[config.mk]
export PLATFORM = sky130hd
export DESIGN_NAME = weighted_moving_average_filter_flat
export DESIGN_NICKNAME = d
export VERILOG_FILES = /design/src/design/wma_pkg.sv /design/src/design/wma_if.sv /design/src/design/weighted_moving_average_filter.sv /design/src/flat_wrapper.sv
export SDC_FILE = /design/constraint.sdc
export NUM_CORES = 1
export LEC_CHECK = 0
export ABC_AREA = 1
export BUFFER_PORTS_ARGS = -buffer_cell sky130_fd_sc_hd__buf_4
export CAP_MARGIN = 25
export CORE_MARGIN = 2
export CORE_UTILIZATION = 45
export CTS_BUF_LIST = sky130_fd_sc_hd__clkbuf_2 sky130_fd_sc_hd__clkbuf_4 sky130_fd_sc_hd__clkbuf_8
export DETAILED_ROUTE_END_ITERATION = 8
export SETUP_SLACK_MARGIN = 0.15
export SLEW_MARGIN = 20
export SYNTH_ARGS = -nofsm -noshare
export SYNTH_HDL_FRONTEND = slang
export SYNTH_SLANG_ARGS = --single-unit
[constraint.sdc]
create_clock -name clock -period 6.6 [get_ports clock]
set_input_delay 0.66 -clock clock [delete_from_list [all_inputs] [get_ports clock]]
set_output_delay 0.66 -clock clock [all_outputs]
set_load 0.01 [all_outputs]
[src/design/wma_pkg.sv]
package wma_pkg;

   localparam int unsigned TAPS = 10;
   localparam int unsigned SAMPLE_W = 16;
   // 20 * 65535 fits in 21 bits
   localparam int unsigned SUM_W = 21;
   localparam int unsigned QUO_W = SUM_W - 2;
   localparam int unsigned WEIGHT_W = 3;

   // ceil(2^22 / 5); exact quotient for any 19-bit dividend
   localparam int unsigned RECIP_SHIFT = 22;
   localparam int unsigned RECIP_W = 20;
   localparam logic [RECIP_W-1:0] RECIP_FIVE = RECIP_W'(838861);
   localparam int unsigned PROD_W = QUO_W + RECIP_W;

   localparam logic [SUM_W-1:0] SUM_MAX = SUM_W'(20 * 65535);

   typedef logic [SAMPLE_W-1:0] sample_type;
   typedef logic [SUM_W-1:0] sum_type;
   typedef logic [WEIGHT_W-1:0] weight_type;

   // weights in twentieths, newest tap first
   localparam weight_type TAP_WEIGHT [TAPS] = '{
      3'd4, 3'd3, 3'd3, 3'd2, 3'd2, 3'd2, 3'd1, 3'd1, 3'd1, 3'd1
   };

endpackage

[src/design/wma_if.sv]
interface wma_req_if
   import wma_pkg::*;
   ();
   logic       valid;
   logic       ready;
   sample_type sample;

   modport source (output valid, output sample, input ready);
   modport sink (input valid, input sample, output ready);
endinterface

interface wma_rsp_if
   import wma_pkg::*;
   ();
   logic       valid;
   logic       ready;
   sample_type smoothed;

   modport source (output valid, output smoothed, input ready);
   modport sink (input valid, input smoothed, output ready);
endinterface

[src/design/weighted_moving_average_filter.sv]
// channel     | dir | payload          | handshake
// req_chan    | in  | sample   [15:0]  | valid / ready
// rsp_chan    | out | smoothed [15:0]  | valid / ready
//
// One item per cycle sustained while rsp_chan.ready stays high.
// On accept: the delay line shifts and the weighted sum is registered.
// Once the result stage is free: the sum is divided by 20 (shift by two, multiply by a reciprocal of five)
// into the result register.
// Synchronous reset empties both stages and marks the delay line unprimed.
// A stalled result holds the sum stage; req_chan.ready drops only when both stages are full.
module weighted_moving_average_filter
   import wma_pkg::*;
(
   input  logic       clock,
   input  logic       reset,
   wma_req_if.sink    req_chan,
   wma_rsp_if.source  rsp_chan
);

   sample_type history_ff [TAPS];
   sample_type history_in [TAPS];
   logic       primed_ff;
   sum_type    sum_ff;
   sum_type    sum_in;
   logic       sum_valid_ff;
   sample_type result_ff;
   logic       result_valid_ff;

   logic                 req_accept;
   logic                 sum_advance;
   logic                 result_free;
   logic [QUO_W-1:0]     quarter;
   logic [PROD_W-1:0]    product;

   assign result_free = !result_valid_ff || rsp_chan.ready;
   assign sum_advance = sum_valid_ff && result_free;
   assign req_chan.ready = !sum_valid_ff || sum_advance;
   assign req_accept = req_chan.valid && req_chan.ready;

   // first item fills every tap, later items shift the line
   always_comb begin
      for (int k = 0; k < TAPS; k++) begin
         if (!primed_ff || k == 0) begin
            history_in[k] = req_chan.sample;
         end else begin
            history_in[k] = history_ff[k-1];
         end
      end
   end

   always_comb begin
      sum_in = '0;
      for (int k = 0; k < TAPS; k++) begin
         sum_in = sum_in + SUM_W'(history_in[k]) * SUM_W'(TAP_WEIGHT[k]);
      end
   end

   // divide by 20: drop two bits, then multiply by the reciprocal of five
   assign quarter = sum_ff[SUM_W-1:2];
   assign product = PROD_W'(quarter) * PROD_W'(RECIP_FIVE);

   always_ff @(posedge clock) begin
      if (reset) begin
         primed_ff <= 1'b0;
         sum_valid_ff <= 1'b0;
         result_valid_ff <= 1'b0;
      end else begin
         if (req_accept) begin
            primed_ff <= 1'b1;
            sum_valid_ff <= 1'b1;
         end else if (sum_advance) begin
            sum_valid_ff <= 1'b0;
         end
         if (sum_advance) begin
            result_valid_ff <= 1'b1;
         end else if (rsp_chan.ready) begin
            result_valid_ff <= 1'b0;
         end
      end
   end

   always_ff @(posedge clock) begin
      if (req_accept) begin
         history_ff <= history_in;
         sum_ff <= sum_in;
      end
      if (sum_advance) begin
         result_ff <= product[RECIP_SHIFT +: SAMPLE_W];
      end
   end

   assign rsp_chan.valid = result_valid_ff;
   assign rsp_chan.smoothed = result_ff;

   hold_sum_on_stall: assert property (@(posedge clock) disable iff (reset)
      sum_valid_ff && !sum_advance |=> sum_valid_ff && $stable(sum_ff))
      else $error("sum stage lost or changed while stalled");

   ready_only_when_full: assert property (@(posedge clock) disable iff (reset)
      !req_chan.ready |-> sum_valid_ff && result_valid_ff)
      else $error("input stalled with a free stage");

   primed_after_accept: assert property (@(posedge clock) disable iff (reset)
      req_accept |=> primed_ff && sum_valid_ff)
      else $error("accepted item did not prime the line");

   sum_in_range: assert property (@(posedge clock) disable iff (reset)
      sum_valid_ff |-> sum_ff <= SUM_MAX)
      else $error("weighted sum out of range");

endmodule

[src/flat_wrapper.sv]
// flat-port wrapper written by rule: the top's interface ports become plain ports
module weighted_moving_average_filter_flat import wma_pkg::*;
  (clock, reset, req_chan_valid, req_chan_sample, req_chan_ready, rsp_chan_valid, rsp_chan_smoothed, rsp_chan_ready);
  wma_req_if req_chan_i ();
  wma_rsp_if rsp_chan_i ();
  input  logic clock;
  input  logic reset;
  input wire logic [$bits(req_chan_i.valid)-1:0] req_chan_valid;
  input wire logic [$bits(req_chan_i.sample)-1:0] req_chan_sample;
  output wire logic [$bits(req_chan_i.ready)-1:0] req_chan_ready;
  output wire logic [$bits(rsp_chan_i.valid)-1:0] rsp_chan_valid;
  output wire logic [$bits(rsp_chan_i.smoothed)-1:0] rsp_chan_smoothed;
  input wire logic [$bits(rsp_chan_i.ready)-1:0] rsp_chan_ready;
  assign req_chan_i.valid = req_chan_valid;
  assign req_chan_i.sample = req_chan_sample;
  assign req_chan_ready = req_chan_i.ready;
  assign rsp_chan_valid = rsp_chan_i.valid;
  assign rsp_chan_smoothed = rsp_chan_i.smoothed;
  assign rsp_chan_i.ready = rsp_chan_ready;
  weighted_moving_average_filter u_core (.clock(clock), .reset(reset), .req_chan(req_chan_i), .rsp_chan(rsp_chan_i));
endmodule
## After elaboration in Yosys (flattened, before gate mapping)

Index checks and enable logic that the tools add are counted.

| storage, ports and cells | value |
|---|---|
| bits in registers | 184 |

| operators by class | value |
|---|---|
| add/subtract/negate cells | 9 |
| $mul | 3 |
| muxes and demuxes | 13 |
| reduce and logical (&&, ||, !) cells | 8 |

Operators with widths:

| kind | count |
|---|---|
| $mux W16 | 9 |
| $add A21 B16 Y21 | 4 |
| $add A21 B17 Y21 | 3 |
| $mul A19 B20 Y38 const B | 1 |
| $mul A16 B2 Y18 const B | 2 |
| $add A21 B18 Y21 | 1 |
| $add A18 B18 Y19 | 1 |
| $mux W1 | 4 |
| $reduce_bool A2 Y1 | 2 |
| $logic_and A1 B1 Y1 | 2 |
| $logic_not A1 Y1 | 2 |
| $logic_or A1 B1 Y1 | 2 |

## Logic depth before layout (Yosys ltp)

| depth | value |
|---|---|
| depth in word-level cells | 11 |
| mapped depth | 32 |
| gate-level depth less buffers | 31 |

## Worst setup path after synthesis

OpenSTA, ideal clock, no wires.

| path | value |
|---|---|
| path kind | input-to-reg |
| start | input port req_chan_sample[1] |
| end | register u_core.sum_ff[20] (data pin) |
| arrival | 6.217 ns |
| setup slack | 0.125 ns |
| cell stages on the path | 30 |
| path buffers | 0 |
| cells stage by stage | nand2_1 -> inv_1 -> a21oi_1 -> fa_1 -> inv_1 -> ha_1 -> inv_1 -> fa_1 -> inv_1 -> nand3_1 -> nand4_1 -> nand3_1 -> nand2_1 -> xnor2_1 -> fa_1 -> fa_1 -> fa_1 -> inv_1 -> fa_1 -> inv_1 -> fa_1 -> inv_1 -> ha_1 -> nand2_1 -> nor2_1 -> nor2_1 -> nor2_1 -> nor3_1 -> nand3_1 -> xor2_1 |

| on the way | value |
|---|---|
| word-level cells in the longest chain between the ends | 11 |
| elaborated cells between the ends (all ways) | 20 |

RTL lines:

| element | line | source |
|---|---|---|
| start: declaration | flat_wrapper.sv:9 | `input wire logic [$bits(req_chan_i.sample)-1:0] req_chan_sample;` |
| $mux W16 | weighted_moving_average_filter.sv:43 | `if (!primed_ff \|\| k == 0) begin` |
| $mul A16 B2 Y18 | weighted_moving_average_filter.sv:54 | `sum_in = sum_in + SUM_W'(history_in[k]) * SUM_W'(TAP_WEIGHT[k]);` |
| $add A18 B18 Y19 | weighted_moving_average_filter.sv:54 |  |
| $add A21 B18 Y21 | weighted_moving_average_filter.sv:54 |  |
| $add A21 B17 Y21 (3 in a row) | weighted_moving_average_filter.sv:54 |  |
| $add A21 B16 Y21 (3 in a row) | weighted_moving_average_filter.sv:54 |  |
| $add A21 B16 Y21 (*) | weighted_moving_average_filter.sv:54 |  |
| via u_core.sum_in[20] | weighted_moving_average_filter.sv:24 | `sum_type sum_in;` |
| end signal: assignment | weighted_moving_average_filter.sv:85 | `sum_ff <= sum_in;` |
| end: declaration | weighted_moving_average_filter.sv:23 | `sum_type sum_ff;` |

The timed path passes the listed nets; every way through them passes the cells marked *.
A chain may end at the register's enable or synchronous reset.

==> impl_results.md <==
* Vias in the first global route at between 10000 and 15000
* Unrepaired setup endpoints after global routing: yes
* Pre-CTS setup slack at -0.351 ns
* Drt wl/cell at 15.7 um
* Kind of critical path: flip-flop to flip-flop
* Top cells by area, synth: edfxtp_1, fa_1, ha_1
* Worst path required time at 6.87 ns
* Starting DRT DRC Count at 474
* PortBufs at 37
* CP Capture Type: flip-flop
* Hold_buf cts at 0
* Met1 GRT Util at 0.260
* Status: finished clean
* GR Util All Layers at 0.201
* Cts bufs inserted at 17
* CTS Sinks at about 180
* CTS root buffer: clkbuf_8
* Nets at 2346
* Met2 Use GR at 0.356
* Distinct cells, synth at 34
* DRC Markers at 0
* Ant. Diodes at 0
* Slew @ Worst Pin at 0.713 ns
* Post-synth EDFFs at approximately 180
* Core outline area at 38600 um^2
* Clk_lat worst skew at 0.51 ns
* Area Growth Syn to Fin at 16.3%
* CTS tree: done
* Top-area cell type share of the netlist area at 0.307
* Post-DP HPWL at 30800 um
* Placer Congestion at about 0.89
* Hold WC Path Type: primary input to flip-flop
* Initial antenna violation count at 0
* GRT Residual Overflow at 0
* Max-Cap Viols at 0
* Syn nets at between 2000 and 2500
* Fin. max-slew vios at 0
* Finished Layout Cells at about 2400
* Kind of start point of the critical path: flip-flop
* Routed wire length at 38200 um
* Most common cell on crit path: fa_1
* Die ar. at between 40000 and 50000 um^2
* Vias at 11782
* Busiest grt layer: met2
* Final antenna-violating net count at 0
* Post-synth ARST share at 0
* Synthesized cell area at between 15000 and 20000 um^2
* Worst-path fanout max at 4
* Vias per Instance at 4.84
* Sequential area share after synthesis at 0.311
* Main synth FF type: edfxtp_1
* Fin util at 0.528
* Skew final at 0.0220 ns
* First-pass GRT wire length at 64500 um
* Initial DRT Pass Iterations at 5
* Synth warn at 0
* Die Y at around 200 um
* Critical path arrival at slightly below 7 ns
* IO Pins at 38
* Clock transition at path regs at 0.12 ns
* Die span in x at about 200 um
* Final worst slack at about 0.046 ns
* Max Buffers Root-to-Sink at 2
* Worst hold slack at 0.302 ns
* Count leader, synth: nand2_1
* Synth area leader: edfxtp_1
* Fin crit period at 6.55 ns
* Worst path max stage delay at 0.60 ns
* Avg Cell Area, Syn at 10.0 um^2
* Share of layout cells above drive strength 1 at 0.162
* Synth Register Bits at 182
* Final Hold Viols at 0
* H-tree levels at 4
* Crit share post-route at 0.993
* Initial Util at 0.454
* Final setup fails at 0
* Placed cell count at 2374
* Core Rows at 72
* GR Util met3 at 0.0285
* Post-synth top cells: nand2_1, inv_1, fa_1
* Largest net degree at the start of global routing at 66
* Post-Syn Instances at around 1700
* Peak Freq at 0.153 GHz
* Max_slew headroom at 0.525
* Slowest cell on crit path: fa_1
## flip-flops by register name, summed over array words and instances, names as in the netlist
register,flops
u_core.rsp_chan.valid,1
u_core.sum_ff,19
u_core.rsp_chan.smoothed,16
u_core.primed_ff,1
u_core.history_ff,144
u_core.sum_valid_ff,1
## per-layer routing
layer | share of wire | vias to the layer above
met2 | 0.50 | 137
met3 | 0.024 | 44
li1 | - | 5826
met5 | 0 | -
met4 | 0.019 | 0
met1 | 0.45 | 5775
## stage by stage
step	instance area (um^2)	TNS (ns)
after floorplan	17500	0
final	20400	0
after detailed placement	19000	-2.45
after global routing	20400	-1.01
after CTS	19900	0
after global placement	19000	-1.39
## kinds of logic (layout without fill, tap and decap cells)
group           after synthesis  after routing  share of synthesized area
simple gates                516            516                      0.115
flops                       182            182                      0.311
buf+inv                     399            567                     0.0862
compound gates              187            187                     0.0620
fa+ha+maj                   423            423                      0.405
xor+xnor                     41             41                     0.0205
## critical path, delay by kind of cell, from the launching register on
| family | cells | cell delay (ns) |
|---|---|---|
| AOI/OAI and AO/OA | 3 | 0.36 |
| DFF | 1 | 0.38 |
| and+or+nand+nor | 9 | 0.77 |
| adders and majority gates | 8 | 3.61 |
| xor gates and xnor gates | 2 | 0.27 |
| buffers and inverters | 8 | 0.92 |
## cells in the final DEF, fill, tap and decap left out, drive strengths merged, types with 5 or more instances in the layout
cell type  instances
nor2              69
clkbuf            18
nor3               9
o21ai             39
edfxtp           179
a21boi             5
o21a               6
a21o               9
xor2              24
a21oi            114
nand4              8
buf              153
clkinv             5
xnor2             17
nand2            399
inv              387
fa               240
ha               183
nand3             28
o21bai             8
## path summary, 6_finish.rpt
path	cells after the start	slack, ns	startpoint	end
worst max register to register	30	0.05	u_core.primed_ff	u_core.sum_ff[19]
worst min register to register	2	0.49	u_core.sum_valid_ff	u_core.rsp_chan.valid
worst max-delay path	30	0.05	u_core.primed_ff	u_core.sum_ff[19]
worst min-delay path	2	0.30	reset	u_core.sum_valid_ff
## cell type report
class	count	area, um^2
clock buffers	18	241
clock inverters	14	143
fillers	3542	18200
inverters	382	1450
multi-input cells	1167	11200
flip-flops and latches	182	5440
well taps	518	648
repair buffers	153	1210
## timing repair
action,CTS,global route
setup endpoints to repair,9,13
setup buffers,17,11
pin swaps,35,41
resized for setup,85,73
Power is left out: the tool's default activity adds up to more than one toggle a clock period on the data nets, which glitch-free logic cannot reach.
